$ cat config.mk
export PLATFORM = sky130hd
export DESIGN_NAME = directory_slot_first_fit_search_flat
export DESIGN_NICKNAME = d
export VERILOG_FILES = /design/src/hw/rtl/dss_pkg.sv /design/src/hw/rtl/dss_if.sv /design/src/hw/rtl/directory_slot_first_fit_search.sv /design/src/flat_wrapper.sv
export VERILOG_INCLUDE_DIRS = /design/src /design/src/hw/rtl
export SDC_FILE = /design/constraint.sdc
export NUM_CORES = 2
export LEC_CHECK = 0
export BUFFER_PORTS_ARGS = -buffer_cell sky130_fd_sc_hd__buf_2
export CAP_MARGIN = 20
export CELL_PAD_IN_SITES_DETAIL_PLACEMENT = 0
export CELL_PAD_IN_SITES_GLOBAL_PLACEMENT = 2
export CORE_AREA = 2 2 389 391
export DETAILED_ROUTE_END_ITERATION = 8
export DIE_AREA = 0 0 391 393
export PLACE_DENSITY = 0.82
export REMOVE_ABC_BUFFERS = 1
export SYNTH_ARGS = -nofsm -noshare
export SYNTH_HDL_FRONTEND = slang
export SYNTH_SLANG_ARGS = --single-unit
$ cat constraint.sdc
create_clock -name clk -period 14.8 [get_ports clk]
set_input_delay 0.74 -clock clk [delete_from_list [all_inputs] [get_ports clk]]
set_output_delay 0.74 -clock clk [all_outputs]
set_load 0.1 [all_outputs]
$ cat src/hw/rtl/directory_slot_first_fit_search_assert.svh
// Assertion macros for the directory slot search block.
// Used by the top level; expects clk and rst_n in the including scope.
`ifndef DIRECTORY_SLOT_FIRST_FIT_SEARCH_ASSERT_SVH
`define DIRECTORY_SLOT_FIRST_FIT_SEARCH_ASSERT_SVH

// Same-cycle implication, disabled while reset is active.
`define DSS_ASSERT_NOW(label, ante, cons, msg) \
    label: assert property (@(posedge clk) disable iff (!rst_n) (ante) |-> (cons)) \
        else $error(msg);

// Next-cycle implication, disabled while reset is active.
`define DSS_ASSERT_NEXT(label, ante, cons, msg) \
    label: assert property (@(posedge clk) disable iff (!rst_n) (ante) |=> (cons)) \
        else $error(msg);

`endif

$ cat src/hw/rtl/dss_pkg.sv
// Shared types and constants for the directory slot search block.
// No dependencies; used by the top level.
package dss_pkg;

    // Entry type codes.
    localparam logic [15:0] TYPE_FREE = 16'h0000;
    localparam logic [15:0] TYPE_END  = 16'hFFFF;

    // Directory entries held by one directory sector, as a shift amount.
    localparam int unsigned ENTRY_SHIFT = 3;

    // Result outcomes.
    typedef enum logic [2:0] {
        OUTCOME_REUSE     = 3'd0,
        OUTCOME_FREE      = 3'd1,
        OUTCOME_APPEND    = 3'd2,
        OUTCOME_DIR_FULL  = 3'd3,
        OUTCOME_DATA_FULL = 3'd4
    } outcome_t;

    // Configuration register indexes (byte address / 8).
    localparam logic [2:0] REG_NEEDED_LENGTH      = 3'd0;
    localparam logic [2:0] REG_NAME_HEAD          = 3'd1;
    localparam logic [2:0] REG_NAME_TAIL          = 3'd2;
    localparam logic [2:0] REG_DIRECTORY_START    = 3'd3;
    localparam logic [2:0] REG_DIRECTORY_SECTORS  = 3'd4;
    localparam logic [2:0] REG_TRACKS_PER_SURFACE = 3'd5;
    localparam logic [2:0] REG_SURFACE_COUNT      = 3'd6;
    localparam logic [2:0] REG_SECTORS_PER_TRACK  = 3'd7;

    // Configuration reset values.
    localparam logic [15:0] NAME_TAIL_RESET         = 16'h2020;
    localparam logic [31:0] DIRECTORY_START_RESET   = 32'd2;
    localparam logic [12:0] DIRECTORY_SECTORS_RESET = 13'd1;

    // A result waiting for the data-area check and the output register.
    typedef struct packed {
        outcome_t    kind;
        logic [15:0] slot_index;
        logic [31:0] start_sector;
        logic        purge_old;
        logic [15:0] old_index;
        logic [32:0] last_end;
    } pend_t;

endpackage

$ cat src/hw/rtl/dss_if.sv
// Valid/ready channel interfaces for directory entries and search results.
// Depends on nothing; the top level uses both.
interface dss_entry_if;
    logic        valid;
    logic        ready;
    logic [15:0] entry_type;
    logic [31:0] entry_start;
    logic [31:0] entry_length;
    logic [63:0] entry_name_head;
    logic [15:0] entry_name_tail;

    modport source (
        output valid, entry_type, entry_start, entry_length, entry_name_head,
               entry_name_tail,
        input  ready
    );
    modport sink (
        input  valid, entry_type, entry_start, entry_length, entry_name_head,
               entry_name_tail,
        output ready
    );
endinterface

interface dss_result_if;
    logic        valid;
    logic        ready;
    logic [2:0]  outcome;
    logic [15:0] slot_index;
    logic [31:0] start_sector;
    logic        purge_old;
    logic [15:0] old_index;
    logic        new_end_marker;

    modport source (
        output valid, outcome, slot_index, start_sector, purge_old, old_index,
               new_end_marker,
        input  ready
    );
    modport sink (
        input  valid, outcome, slot_index, start_sector, purge_old, old_index,
               new_end_marker,
        output ready
    );
endinterface

$ cat src/hw/rtl/directory_slot_first_fit_search.sv
// First-fit directory slot search. Directory entries arrive one per transfer, and
// one entry can be accepted every clock while the pending and output stages have
// room. An entry is captured in an input register, scanned against the running
// scan state, and a finished scan moves to a pending stage where the data
// area size (a 32x16 product of a registered partial product) is checked before
// the output register. A result passes through the input, pending and output
// registers after the transfer of the entry that ends the scan; the scan loop
// state update sets the throughput. A scan ends at an end marker or at the
// entry limit (eight entries per directory sector). Depends on dss_pkg, dss_if
// and the assertion macro header.
module directory_slot_first_fit_search
    import dss_pkg::*;
(
    input  logic        clk,
    input  logic        rst_n,
    // Configuration port.
    input  logic        psel,
    input  logic        penable,
    input  logic        pwrite,
    input  logic [5:0]  paddr,
    input  logic [63:0] pwdata,
    output logic [63:0] prdata,
    output logic        pready,
    // Channels.
    dss_entry_if.sink    entry,
    dss_result_if.source result
);

    // Configuration registers.
    logic [31:0] needed_length_reg;
    logic [63:0] name_head_reg;
    logic [15:0] name_tail_reg;
    logic [31:0] directory_start_reg;
    logic [12:0] directory_sectors_reg;
    logic [15:0] tracks_per_surface_reg;
    logic [15:0] surface_count_reg;
    logic [15:0] sectors_per_track_reg;
    logic [31:0] surface_product_reg;

    // Input stage.
    logic        in_valid_reg;
    logic [15:0] in_type_reg;
    logic [31:0] in_start_reg;
    logic [31:0] in_length_reg;
    logic [63:0] in_name_head_reg;
    logic [15:0] in_name_tail_reg;

    // Scan state.
    logic [15:0] seen_reg;
    logic        free_found_reg;
    logic [15:0] free_index_reg;
    logic [31:0] free_start_reg;
    logic        match_found_reg;
    logic [15:0] match_index_reg;
    logic [31:0] match_start_reg;
    logic [31:0] match_length_reg;
    logic [32:0] last_end_reg;

    // Pending and output stages.
    logic        pend_valid_reg;
    pend_t       pend_reg;
    logic        out_valid_reg;
    outcome_t    out_outcome_reg;
    logic [15:0] out_slot_index_reg;
    logic [31:0] out_start_sector_reg;
    logic        out_purge_old_reg;
    logic [15:0] out_old_index_reg;
    logic        out_new_end_marker_reg;

    logic        cfg_write;
    logic        out_load;
    logic        pend_free;
    logic        scan_fire;
    logic        in_load;

    logic [15:0] limit;
    logic [32:0] scan_base;
    logic [32:0] last_end_view;
    logic        pre_done;
    logic        at_marker;
    logic        step_update;
    logic        free_take;
    logic        name_hit;
    logic [15:0] seen_inc;
    logic        post_done;
    logic        scan_result;

    logic        v_free_found;
    logic [15:0] v_free_index;
    logic [31:0] v_free_start;
    logic        v_match_found;
    logic [15:0] v_match_index;
    logic [31:0] v_match_start;
    logic [31:0] v_match_length;
    pend_t       pend_next;

    logic [33:0] append_end;
    logic [47:0] data_capacity;
    logic        data_full;

    // Configuration write and read.
    assign cfg_write = psel && penable && pwrite && pready;
    assign pready    = 1'b1;

    always_comb
    begin
        case (paddr[5:3])
            REG_NEEDED_LENGTH:      prdata = {32'b0, needed_length_reg};
            REG_NAME_HEAD:          prdata = name_head_reg;
            REG_NAME_TAIL:          prdata = {48'b0, name_tail_reg};
            REG_DIRECTORY_START:    prdata = {32'b0, directory_start_reg};
            REG_DIRECTORY_SECTORS:  prdata = {51'b0, directory_sectors_reg};
            REG_TRACKS_PER_SURFACE: prdata = {48'b0, tracks_per_surface_reg};
            REG_SURFACE_COUNT:      prdata = {48'b0, surface_count_reg};
            REG_SECTORS_PER_TRACK:  prdata = {48'b0, sectors_per_track_reg};
            default:                prdata = 64'b0;
        endcase
    end

    always_ff @(posedge clk or negedge rst_n)
    begin
        if (!rst_n)
        begin
            needed_length_reg      <= 32'b0;
            name_head_reg          <= 64'b0;
            name_tail_reg          <= NAME_TAIL_RESET;
            directory_start_reg    <= DIRECTORY_START_RESET;
            directory_sectors_reg  <= DIRECTORY_SECTORS_RESET;
            tracks_per_surface_reg <= 16'b0;
            surface_count_reg      <= 16'b0;
            sectors_per_track_reg  <= 16'b0;
            surface_product_reg    <= 32'b0;
        end
        else
        begin
            // The first factor of the data area size, registered from the tracks and surface registers.
            surface_product_reg <= {16'b0, tracks_per_surface_reg} * {16'b0, surface_count_reg};
            if (cfg_write)
            begin
                case (paddr[5:3])
                    REG_NEEDED_LENGTH:      needed_length_reg      <= pwdata[31:0];
                    REG_NAME_HEAD:          name_head_reg          <= pwdata;
                    REG_NAME_TAIL:          name_tail_reg          <= pwdata[15:0];
                    REG_DIRECTORY_START:    directory_start_reg    <= pwdata[31:0];
                    REG_DIRECTORY_SECTORS:  directory_sectors_reg  <= pwdata[12:0];
                    REG_TRACKS_PER_SURFACE: tracks_per_surface_reg <= pwdata[15:0];
                    REG_SURFACE_COUNT:      surface_count_reg      <= pwdata[15:0];
                    REG_SECTORS_PER_TRACK:  sectors_per_track_reg  <= pwdata[15:0];
                    default:                needed_length_reg      <= needed_length_reg;
                endcase
            end
        end
    end

    // Pipeline flow: each stage moves when the stage after it has room.
    assign out_load    = pend_valid_reg && (!out_valid_reg || result.ready);
    assign pend_free   = !pend_valid_reg || out_load;
    assign scan_fire   = in_valid_reg && pend_free;
    assign entry.ready = !in_valid_reg || scan_fire;
    assign in_load     = entry.valid && entry.ready;

    // Scan step: limit checks, marker detection and slot tracking.
    assign limit         = {directory_sectors_reg, ENTRY_SHIFT'(0)};
    assign scan_base     = {1'b0, directory_start_reg} + {20'b0, directory_sectors_reg};
    assign last_end_view = (seen_reg == 16'b0) ? scan_base : last_end_reg;
    assign pre_done      = seen_reg >= limit;
    assign at_marker     = !pre_done && (in_type_reg == TYPE_END);
    assign step_update   = !pre_done && (in_type_reg != TYPE_END);
    assign free_take     = (in_type_reg == TYPE_FREE) && (in_length_reg >= needed_length_reg)
                           && !free_found_reg;
    assign name_hit      = (in_name_head_reg == name_head_reg)
                           && (in_name_tail_reg == name_tail_reg);
    assign seen_inc      = seen_reg + 16'd1;
    assign post_done     = step_update && (seen_inc >= limit);
    assign scan_result   = pre_done || at_marker || post_done;

    // Slot state as the result sees it: after this entry when the limit is hit on it.
    always_comb
    begin
        v_free_found   = free_found_reg;
        v_free_index   = free_index_reg;
        v_free_start   = free_start_reg;
        v_match_found  = match_found_reg;
        v_match_index  = match_index_reg;
        v_match_start  = match_start_reg;
        v_match_length = match_length_reg;
        if (post_done)
        begin
            if (free_take)
            begin
                v_free_found = 1'b1;
                v_free_index = seen_reg;
                v_free_start = in_start_reg;
            end
            else if (name_hit)
            begin
                v_match_found  = 1'b1;
                v_match_index  = seen_reg;
                v_match_start  = in_start_reg;
                v_match_length = in_length_reg;
            end
        end
    end

    // Outcome choice; the data area check waits for the pending stage.
    always_comb
    begin
        pend_next              = '0;
        pend_next.kind         = OUTCOME_DIR_FULL;
        pend_next.last_end     = last_end_view;
        if (v_match_found && (v_match_length >= needed_length_reg))
        begin
            pend_next.kind         = OUTCOME_REUSE;
            pend_next.slot_index   = v_match_index;
            pend_next.start_sector = v_match_start;
        end
        else if (v_free_found)
        begin
            pend_next.kind         = OUTCOME_FREE;
            pend_next.slot_index   = v_free_index;
            pend_next.start_sector = v_free_start;
            pend_next.purge_old    = v_match_found;
            pend_next.old_index    = v_match_found ? v_match_index : 16'b0;
        end
        else if (at_marker)
        begin
            pend_next.kind         = OUTCOME_APPEND;
            pend_next.slot_index   = seen_reg;
            pend_next.start_sector = last_end_view[31:0];
            pend_next.purge_old    = v_match_found;
            pend_next.old_index    = v_match_found ? v_match_index : 16'b0;
        end
    end

    // Input register, scan control state and the pending and output valid flags.
    always_ff @(posedge clk or negedge rst_n)
    begin
        if (!rst_n)
        begin
            in_valid_reg    <= 1'b0;
            seen_reg        <= 16'b0;
            free_found_reg  <= 1'b0;
            match_found_reg <= 1'b0;
            pend_valid_reg  <= 1'b0;
            out_valid_reg   <= 1'b0;
        end
        else
        begin
            if (in_load)
            begin
                in_valid_reg <= 1'b1;
            end
            else if (scan_fire)
            begin
                in_valid_reg <= 1'b0;
            end

            if (scan_fire)
            begin
                if (scan_result)
                begin
                    seen_reg        <= 16'b0;
                    free_found_reg  <= 1'b0;
                    match_found_reg <= 1'b0;
                end
                else if (step_update)
                begin
                    seen_reg <= seen_inc;
                    if (free_take)
                    begin
                        free_found_reg <= 1'b1;
                    end
                    else if (name_hit)
                    begin
                        match_found_reg <= 1'b1;
                    end
                end
            end

            if (scan_fire)
            begin
                pend_valid_reg <= scan_result;
            end
            else if (out_load)
            begin
                pend_valid_reg <= 1'b0;
            end

            if (out_load)
            begin
                out_valid_reg <= 1'b1;
            end
            else if (result.ready)
            begin
                out_valid_reg <= 1'b0;
            end
        end
    end

    // Payload registers of the input, scan and pending stages.
    always_ff @(posedge clk)
    begin
        if (in_load)
        begin
            in_type_reg      <= entry.entry_type;
            in_start_reg     <= entry.entry_start;
            in_length_reg    <= entry.entry_length;
            in_name_head_reg <= entry.entry_name_head;
            in_name_tail_reg <= entry.entry_name_tail;
        end
        if (scan_fire && step_update)
        begin
            last_end_reg <= {1'b0, in_start_reg} + {1'b0, in_length_reg};
            if (free_take)
            begin
                free_index_reg <= seen_reg;
                free_start_reg <= in_start_reg;
            end
            else if (name_hit)
            begin
                match_index_reg  <= seen_reg;
                match_start_reg  <= in_start_reg;
                match_length_reg <= in_length_reg;
            end
        end
        if (scan_fire && scan_result)
        begin
            pend_reg <= pend_next;
        end
    end

    // Data area check for an append.
    assign append_end    = {1'b0, pend_reg.last_end} + {2'b0, needed_length_reg};
    assign data_capacity = {16'b0, surface_product_reg} * {32'b0, sectors_per_track_reg};
    assign data_full     = pend_reg.last_end[32] || ({14'b0, append_end} >= data_capacity);

    // Output register.
    always_ff @(posedge clk)
    begin
        if (out_load)
        begin
            if ((pend_reg.kind == OUTCOME_APPEND) && data_full)
            begin
                out_outcome_reg        <= OUTCOME_DATA_FULL;
                out_slot_index_reg     <= 16'b0;
                out_start_sector_reg   <= 32'b0;
                out_purge_old_reg      <= 1'b0;
                out_old_index_reg      <= 16'b0;
                out_new_end_marker_reg <= 1'b0;
            end
            else
            begin
                out_outcome_reg        <= pend_reg.kind;
                out_slot_index_reg     <= pend_reg.slot_index;
                out_start_sector_reg   <= pend_reg.start_sector;
                out_purge_old_reg      <= pend_reg.purge_old;
                out_old_index_reg      <= pend_reg.old_index;
                out_new_end_marker_reg <= (pend_reg.kind == OUTCOME_APPEND);
            end
        end
    end

    assign result.valid          = out_valid_reg;
    assign result.outcome        = out_outcome_reg;
    assign result.slot_index     = out_slot_index_reg;
    assign result.start_sector   = out_start_sector_reg;
    assign result.purge_old      = out_purge_old_reg;
    assign result.old_index      = out_old_index_reg;
    assign result.new_end_marker = out_new_end_marker_reg;

`include "directory_slot_first_fit_search_assert.svh"

    // A full directory or data area carries no slot information.
    `DSS_ASSERT_NOW(a_full_fields_zero,
        result.valid && (result.outcome == OUTCOME_DIR_FULL
                         || result.outcome == OUTCOME_DATA_FULL),
        result.slot_index == 16'b0 && result.start_sector == 32'b0 && !result.purge_old
            && result.old_index == 16'b0 && !result.new_end_marker,
        "full outcome with nonzero fields")

    // Only an append writes a new end marker.
    `DSS_ASSERT_NOW(a_marker_only_append,
        result.valid && result.new_end_marker,
        result.outcome == OUTCOME_APPEND,
        "end marker without append")

    // Reusing the old entry never purges it.
    `DSS_ASSERT_NOW(a_reuse_no_purge,
        result.valid && result.outcome == OUTCOME_REUSE,
        !result.purge_old,
        "reuse outcome requests a purge")

    // A scan that ends clears the slot tracking for the next scan.
    `DSS_ASSERT_NEXT(a_scan_clears,
        scan_fire && scan_result,
        seen_reg == 16'b0 && !free_found_reg && !match_found_reg,
        "scan state not cleared after a result")

endmodule
$ cat src/flat_wrapper.sv
// flat-port wrapper written by rule: the top's interface ports become plain ports
module directory_slot_first_fit_search_flat import dss_pkg::*;
  (clk, rst_n, psel, penable, pwrite, paddr, pwdata, prdata, pready, entry_valid, entry_entry_type, entry_entry_start, entry_entry_length, entry_entry_name_head, entry_entry_name_tail, entry_ready, result_valid, result_outcome, result_slot_index, result_start_sector, result_purge_old, result_old_index, result_new_end_marker, result_ready);
  dss_entry_if entry_i ();
  dss_result_if result_i ();
  input  logic clk;
  input  logic rst_n;
  input  logic psel;
  input  logic penable;
  input  logic pwrite;
  input  logic [5:0] paddr;
  input  logic [63:0] pwdata;
  output logic [63:0] prdata;
  output logic pready;
  input wire logic [$bits(entry_i.valid)-1:0] entry_valid;
  input wire logic [$bits(entry_i.entry_type)-1:0] entry_entry_type;
  input wire logic [$bits(entry_i.entry_start)-1:0] entry_entry_start;
  input wire logic [$bits(entry_i.entry_length)-1:0] entry_entry_length;
  input wire logic [$bits(entry_i.entry_name_head)-1:0] entry_entry_name_head;
  input wire logic [$bits(entry_i.entry_name_tail)-1:0] entry_entry_name_tail;
  output wire logic [$bits(entry_i.ready)-1:0] entry_ready;
  output wire logic [$bits(result_i.valid)-1:0] result_valid;
  output wire logic [$bits(result_i.outcome)-1:0] result_outcome;
  output wire logic [$bits(result_i.slot_index)-1:0] result_slot_index;
  output wire logic [$bits(result_i.start_sector)-1:0] result_start_sector;
  output wire logic [$bits(result_i.purge_old)-1:0] result_purge_old;
  output wire logic [$bits(result_i.old_index)-1:0] result_old_index;
  output wire logic [$bits(result_i.new_end_marker)-1:0] result_new_end_marker;
  input wire logic [$bits(result_i.ready)-1:0] result_ready;
  assign entry_i.valid = entry_valid;
  assign entry_i.entry_type = entry_entry_type;
  assign entry_i.entry_start = entry_entry_start;
  assign entry_i.entry_length = entry_entry_length;
  assign entry_i.entry_name_head = entry_entry_name_head;
  assign entry_i.entry_name_tail = entry_entry_name_tail;
  assign entry_ready = entry_i.ready;
  assign result_valid = result_i.valid;
  assign result_outcome = result_i.outcome;
  assign result_slot_index = result_i.slot_index;
  assign result_start_sector = result_i.start_sector;
  assign result_purge_old = result_i.purge_old;
  assign result_old_index = result_i.old_index;
  assign result_new_end_marker = result_i.new_end_marker;
  assign result_i.ready = result_ready;
  directory_slot_first_fit_search u_core (.clk(clk), .rst_n(rst_n), .psel(psel), .penable(penable), .pwrite(pwrite), .paddr(paddr), .pwdata(pwdata), .prdata(prdata), .pready(pready), .entry(entry_i), .result(result_i));
endmodule
# Word level (Yosys, flattened, before mapping)
# Index checks and enable logic that the tools add are counted.
[classes]
addsub = 4
magnitude_cmp = 5
n_eq_ne = 12
n_mux = 36
n_mul = 2
n_reduce_logical = 43
[op_table]
columns = ["operator", "count"]
rows = [
  ["$pmux W64 S8", 1],
  ["$mux W32", 8],
  ["$mux W66", 2],
  ["$mux W16", 8],
  ["$eq A64 B64 Y1", 1],
  ["$ge A32 B32 Y1", 2],
  ["$ge A34 B48 Y1", 1],
  ["$mul A32 B16 Y48", 1],
  ["$mux W48", 1],
  ["$add A33 B32 Y34", 1],
  ["$add A32 B13 Y33", 1],
  ["$add A32 B32 Y33", 1],
  ["$mux W33", 1],
  ["$ge A16 B16 Y1", 2],
  ["$logic_not A16 Y1", 2],
  ["$mul A16 B16 Y32", 1],
  ["$reduce_and A2 Y1", 9],
  ["$add A16 B1 Y16 const B", 1],
  ["$eq A16 B16 Y1", 1],
  ["$eq A16 B16 Y1 const B", 1],
  ["$ne A16 B16 Y1 const B", 1],
  ["$logic_and A1 B1 Y1", 15],
  ["$mux W1", 15],
  ["$eq A3 B3 Y1 const B", 4],
  ["7 further kinds", 21],
]
[word_totals]
regBits = 749
word_cells = 141
input_bits = 237

# Longest topological paths before layout
[depth]
ltp_word = 9
depth_mapped = 39
mapped_depth_nobuf = 36

# Worst setup path before layout
# No wires, ideal clock.
[synth_path]
path_type = "reg2reg"
startpoint = "reg u_core.seen_reg[8]"
endpoint = "reg u_core.free_index_reg[0], enable pin"
path_slack_ps = 1312
synth_period_minus_slack_ps = 13488
required_ps = 13922
arrival_ps = 12610
stages_incl_launch_ff = 8
cell_sequence = "dfrtp_1 > ha_1 > and3_1 > a2111oi_0 > a21oi_1 > o2111ai_1 > a21oi_1 > nor3_1"
[synth_between]
elab_chain_cells = 4
[synth_lines]
columns = ["item", "line", "source"]
rows = [
  ["start: declaration", "directory_slot_first_fit_search.sv:49", "logic [15:0] seen_reg;"],
  ["start signal: assignment", "directory_slot_first_fit_search.sv:268", "seen_reg <= seen_inc;"],
  ["$ge A16 B16 Y1", "directory_slot_first_fit_search.sv:166", "assign pre_done = seen_reg >= limit;"],
  ["$logic_not A1 Y1", "directory_slot_first_fit_search.sv:168", "assign step_update = !pre_done && (in_type_reg != TYPE_END);"],
  ["$logic_and A1 B1 Y1", "directory_slot_first_fit_search.sv:168", ""],
  ["$logic_and A1 B1 Y1", "directory_slot_first_fit_search.sv:311", "if (scan_fire && step_update)"],
  ["end signal: assignment", "directory_slot_first_fit_search.sv:316", "free_index_reg <= seen_reg;"],
  ["end: declaration", "directory_slot_first_fit_search.sv:51", "logic [15:0] free_index_reg;"],
]
# Every way passes these cells.
# A chain may end at the register's enable or synchronous reset.

# Worst setup path after layout
[layout_path]
startpoint = "reg u_core.surface_product_reg[2]"
endpoint = "reg u_core.out_start_sector_reg[30], in the netlist u_core.result.start_sector[30], data pin"
[layout_between]
elab_chain_cells = 4
[layout_lines]
columns = ["item", "line", "source"]
rows = [
  ["start: declaration", "directory_slot_first_fit_search.sv:38", "logic [31:0] surface_product_reg;"],
  ["start signal: assignment", "directory_slot_first_fit_search.sv:137", "surface_product_reg <= {16'b0, tracks_per_surface_reg} * {16'b0, surface_count_reg};"],
  ["$mul A32 B16 Y48", "directory_slot_first_fit_search.sv:334", "assign data_capacity = {16'b0, surface_product_reg} * {32'b0, sectors_per_track_reg};"],
  ["$ge A34 B48 Y1", "directory_slot_first_fit_search.sv:335", "assign data_full = pend_reg.last_end[32] || ({14'b0, append_end} >= data_capacity);"],
  ["$logic_or A1 B1 Y1", "directory_slot_first_fit_search.sv:335", ""],
  ["$logic_and A1 B1 Y1", "directory_slot_first_fit_search.sv:342", "if ((pend_reg.kind == OUTCOME_APPEND) && data_full)"],
  ["end signal: assignment", "directory_slot_first_fit_search.sv:355", "out_start_sector_reg <= pend_reg.start_sector;"],
  ["end: declaration", "directory_slot_first_fit_search.sv:65", "logic [31:0] out_start_sector_reg;"],
]
# Every way passes these cells.

==> impl_metrics.toml <==
[routing]
via_per_inst = 5.43
drc_errors = 0
drt_first_pass_iters = 7
drt_wl_total_um = 186000
vias = 44700
first_iter_violations = 3338
wl_per_cell_um = 22.6
ant_nets = 0

[sta]
skew_ns = 0.0372
worst_slew_pin_slew_ns = 1.11
fin_setup_tns_ns = 0
whs_ns = 0.224
finalCritPeriodShare_pct = 67.8
min_period_ns = 10.03
clock.fmax_ghz = 0.0997
slew_violations = 0
setup_viol = 0
slew_headroom_pct = 26.0
finalHoldViolations = 0
rsz0062_at_grt = "no"

[yosys]
synth_mux_area_share_pct = 7.31
synth_compound_area_share_pct = 7.89
synth_adder_area_share_pct = 28.3
syn_area_sq_um = 62400
synth_top_family_by_area = "adder cells"
synthCells = 5961
async_reset_ff_share_pct = 34.5
ys_warn_count = 0
synth-simple-area-share_pct = 12.6
syn_avg_cell_area_sq_um = 10.5
ys_types = 85
synth_enable_flop_cells = 490
synth_xor_area_share_pct = 3.37
ys.flop_type = "edfxtp_1"
ys_seq_area_share_pct = 33.9
synth_seq_cells = 748

[hold_path]
worstHoldStart = "entry_entry_length[21]"
min_path_cells = 1
hold_path_class = "primary input to flop"

[placed_design]
io_buffer_count = 368
hpwl_um = 144000
place_congestion = 0.888

[setup_path]
cp-start-kind = "flop"
r2r-start = "u_core.surface_product_reg[2]"
worst_r2r_path_depth = 30
cp_slowest_cell = "dfrtp_1"
timing.critical_path.mode_cell = "fa_1"
startpoint = "u_core.surface_product_reg[2]"
worstSetupPathType = "flop to flop"
critical-path-max-stage-delay_ns = 0.94
end_kind = "flop"
path_max_fanout = 65
arrival_ns = 10.42
required_ns = 15.19

[final_layout]
ff_latch_area_sq_um = 21200
nets = 7499
fin_util_pct = 46.4
largest_reg_flops = 100
n_fill_cell = 14200
multi_input_area_sq_um = 37200
drive_above_1_share_pct = 15.5
areaGrowthSynthToFinish_pct = 10.9

[floorplan]
fp.dieW_um = 391
die_height_um = 393
floorplan.initialDensity_pct = 41.8
fp-row-count = 142
pin_count = 373
coreArea_sq_um = 149000
dieArea_sq_um = 154000

[grt]
antenna_found_initial = 13
grt.overflow.total = 0
grt_max_degree = 79
grt_pass1_wl_um = 285000
grt_pass1_vias = 45400
grt_usage_pct = 24.4

[clock_tree]
root_buffer = "clkbuf_16"
numCtsBuffers = 84
clk_path_buf_depth = 3
cts.clk_slew.worst_paths_ns = 0.06
cts_resized = 0
cts_sinks = 748
clk_latency_ns = 0.69
htree_levels = 3
cts_tree = "done"

[run_status]
outcome = "finished, final reports clean"

[run]
max_cap_viol_count = 0
==> cells in the final DEF (no fill, tap or decap), types with 14 or more instances in the layout <==
| cell | netlist | final |
|---|---|---|
| a211oi_1 | 37 | 37 |
| a21o_1 | 88 | 88 |
| a21oi_1 | 210 | 210 |
| a221o_1 | 37 | 37 |
| a22oi_1 | 21 | 21 |
| a31oi_1 | 21 | 21 |
| and2_1 | 292 | 289 |
| and3_1 | 68 | 67 |
| buf_2 | 12 | 367 |
| buf_4 | 2 | 87 |
| clkbuf_1 | 248 | 14 |
| clkbuf_16 | 0 | 85 |
| dfrtp_1 | 254 | 252 |
| edfxtp_1 | 490 | 490 |
| fa_1 | 615 | 615 |
| ha_1 | 428 | 428 |
| inv_1 | 805 | 805 |
| mux2_2 | 334 | 334 |
| mux2i_1 | 58 | 58 |
| nand2_1 | 782 | 781 |
| nand2b_1 | 33 | 33 |
| nand3_1 | 34 | 34 |
| nand4_1 | 52 | 52 |
| nor2_1 | 261 | 260 |
| nor2b_1 | 27 | 26 |
| nor3_1 | 38 | 34 |
| nor4_1 | 28 | 28 |
| o211ai_1 | 18 | 18 |
| o21a_1 | 21 | 21 |
| o21ai_0 | 175 | 175 |
| o21bai_1 | 15 | 15 |
| xnor2_1 | 135 | 135 |
| xor2_1 | 105 | 105 |
==> layer usage <==
| layer | part of all wire [%] | global-route usage, % | vias up |
|---|---|---|---|
| li1 | - | - | 20300 |
| met3 | 5.7 | 3.62 | 222 |
| met2 | 48 | 40.5 | 1259 |
| met4 | 2.6 | 6.33 | 10 |
| met5 | 0.034 | 0 | - |
| met1 | 44 | 33.5 | 22900 |
==> cells by family (layout without fill, tap and decap cells) <==
logic type               count (synthesis)  count (layout)
flip-flops                             748             748
AO/OA/AOI/OAI                          762             762
XOR/XNOR                               240             240
adder cells (fa/ha/maj)               1043            1043
multiplexers                           402             402
other                                    1               3
AND/OR/NAND/NOR                       1674            1674
buffers and inverters                 1091            1417
==> final cells by class <==
cell class,count,area share (%)
antenna,2,0.00723
tap,1944,3.51
timing repair buffer,458,3.70
inverter,805,4.36
sequential,748,30.6
clock inverter,50,0.846
multi-input combinational,4122,53.7
clock buffer,104,3.25
==> synthesized netlist by cell type (135+ instances only) <==
cell      count  area share [%]
a21oi_1     210             1.7
nor2_1      261             1.6
edfxtp_1    490              24
o21ai_0     175             1.4
and2_1      292             2.9
inv_1       805             4.8
xnor2_1     135             1.9
dfrtp_1     254              10
mux2_2      334             6.0
fa_1        615              20
ha_1        428             8.6
nand2_1     782             4.7
clkbuf_1    248             1.5
==> stage by stage <==
stage	worst slack, ns	area, sq um	cells
floorplan	1.26	61300	5675
detailed placement	4.75	66300	8074
global placement	4.79	66300	8074
CTS	4.73	69200	8229
finish	4.77	69200	8233
global route	4.09	69200	8231
==> worst max-delay path: cells and delay by family, from the launching register on <==
kind	cells	cell delay (ns)
DFF	1	0.94
AOI/OAI and AO/OA	8	2.11
and+or+nand+nor	8	1.61
xor gates and xnor gates	1	0.07
adders and majority gates	8	3.92
buffers and inverters	5	0.93
==> timing repair <==
action | CTS | global route
hold buffers | 1 | 0
setup buffers | 0 | 0
hold endpoints to repair | 23 | 0
==> path summary, 6_finish.rpt <==
check | slack (ns) | end
worst max-delay path | 4.77 | u_core.result.start_sector[30]
worst min-delay path | 0.22 | u_core.in_length_reg[21]
worst max register to register | 4.77 | u_core.result.start_sector[30]
worst min register to register | 0.53 | u_core.result.start_sector[8]
max in group asynchronous | 11.99 | u_core.surface_product_reg[13]
min in group asynchronous | 0.59 | u_core.free_found_reg
Power is not shown: default switching activity piles up to over one toggle a cycle in this logic, so the estimate is an artifact.
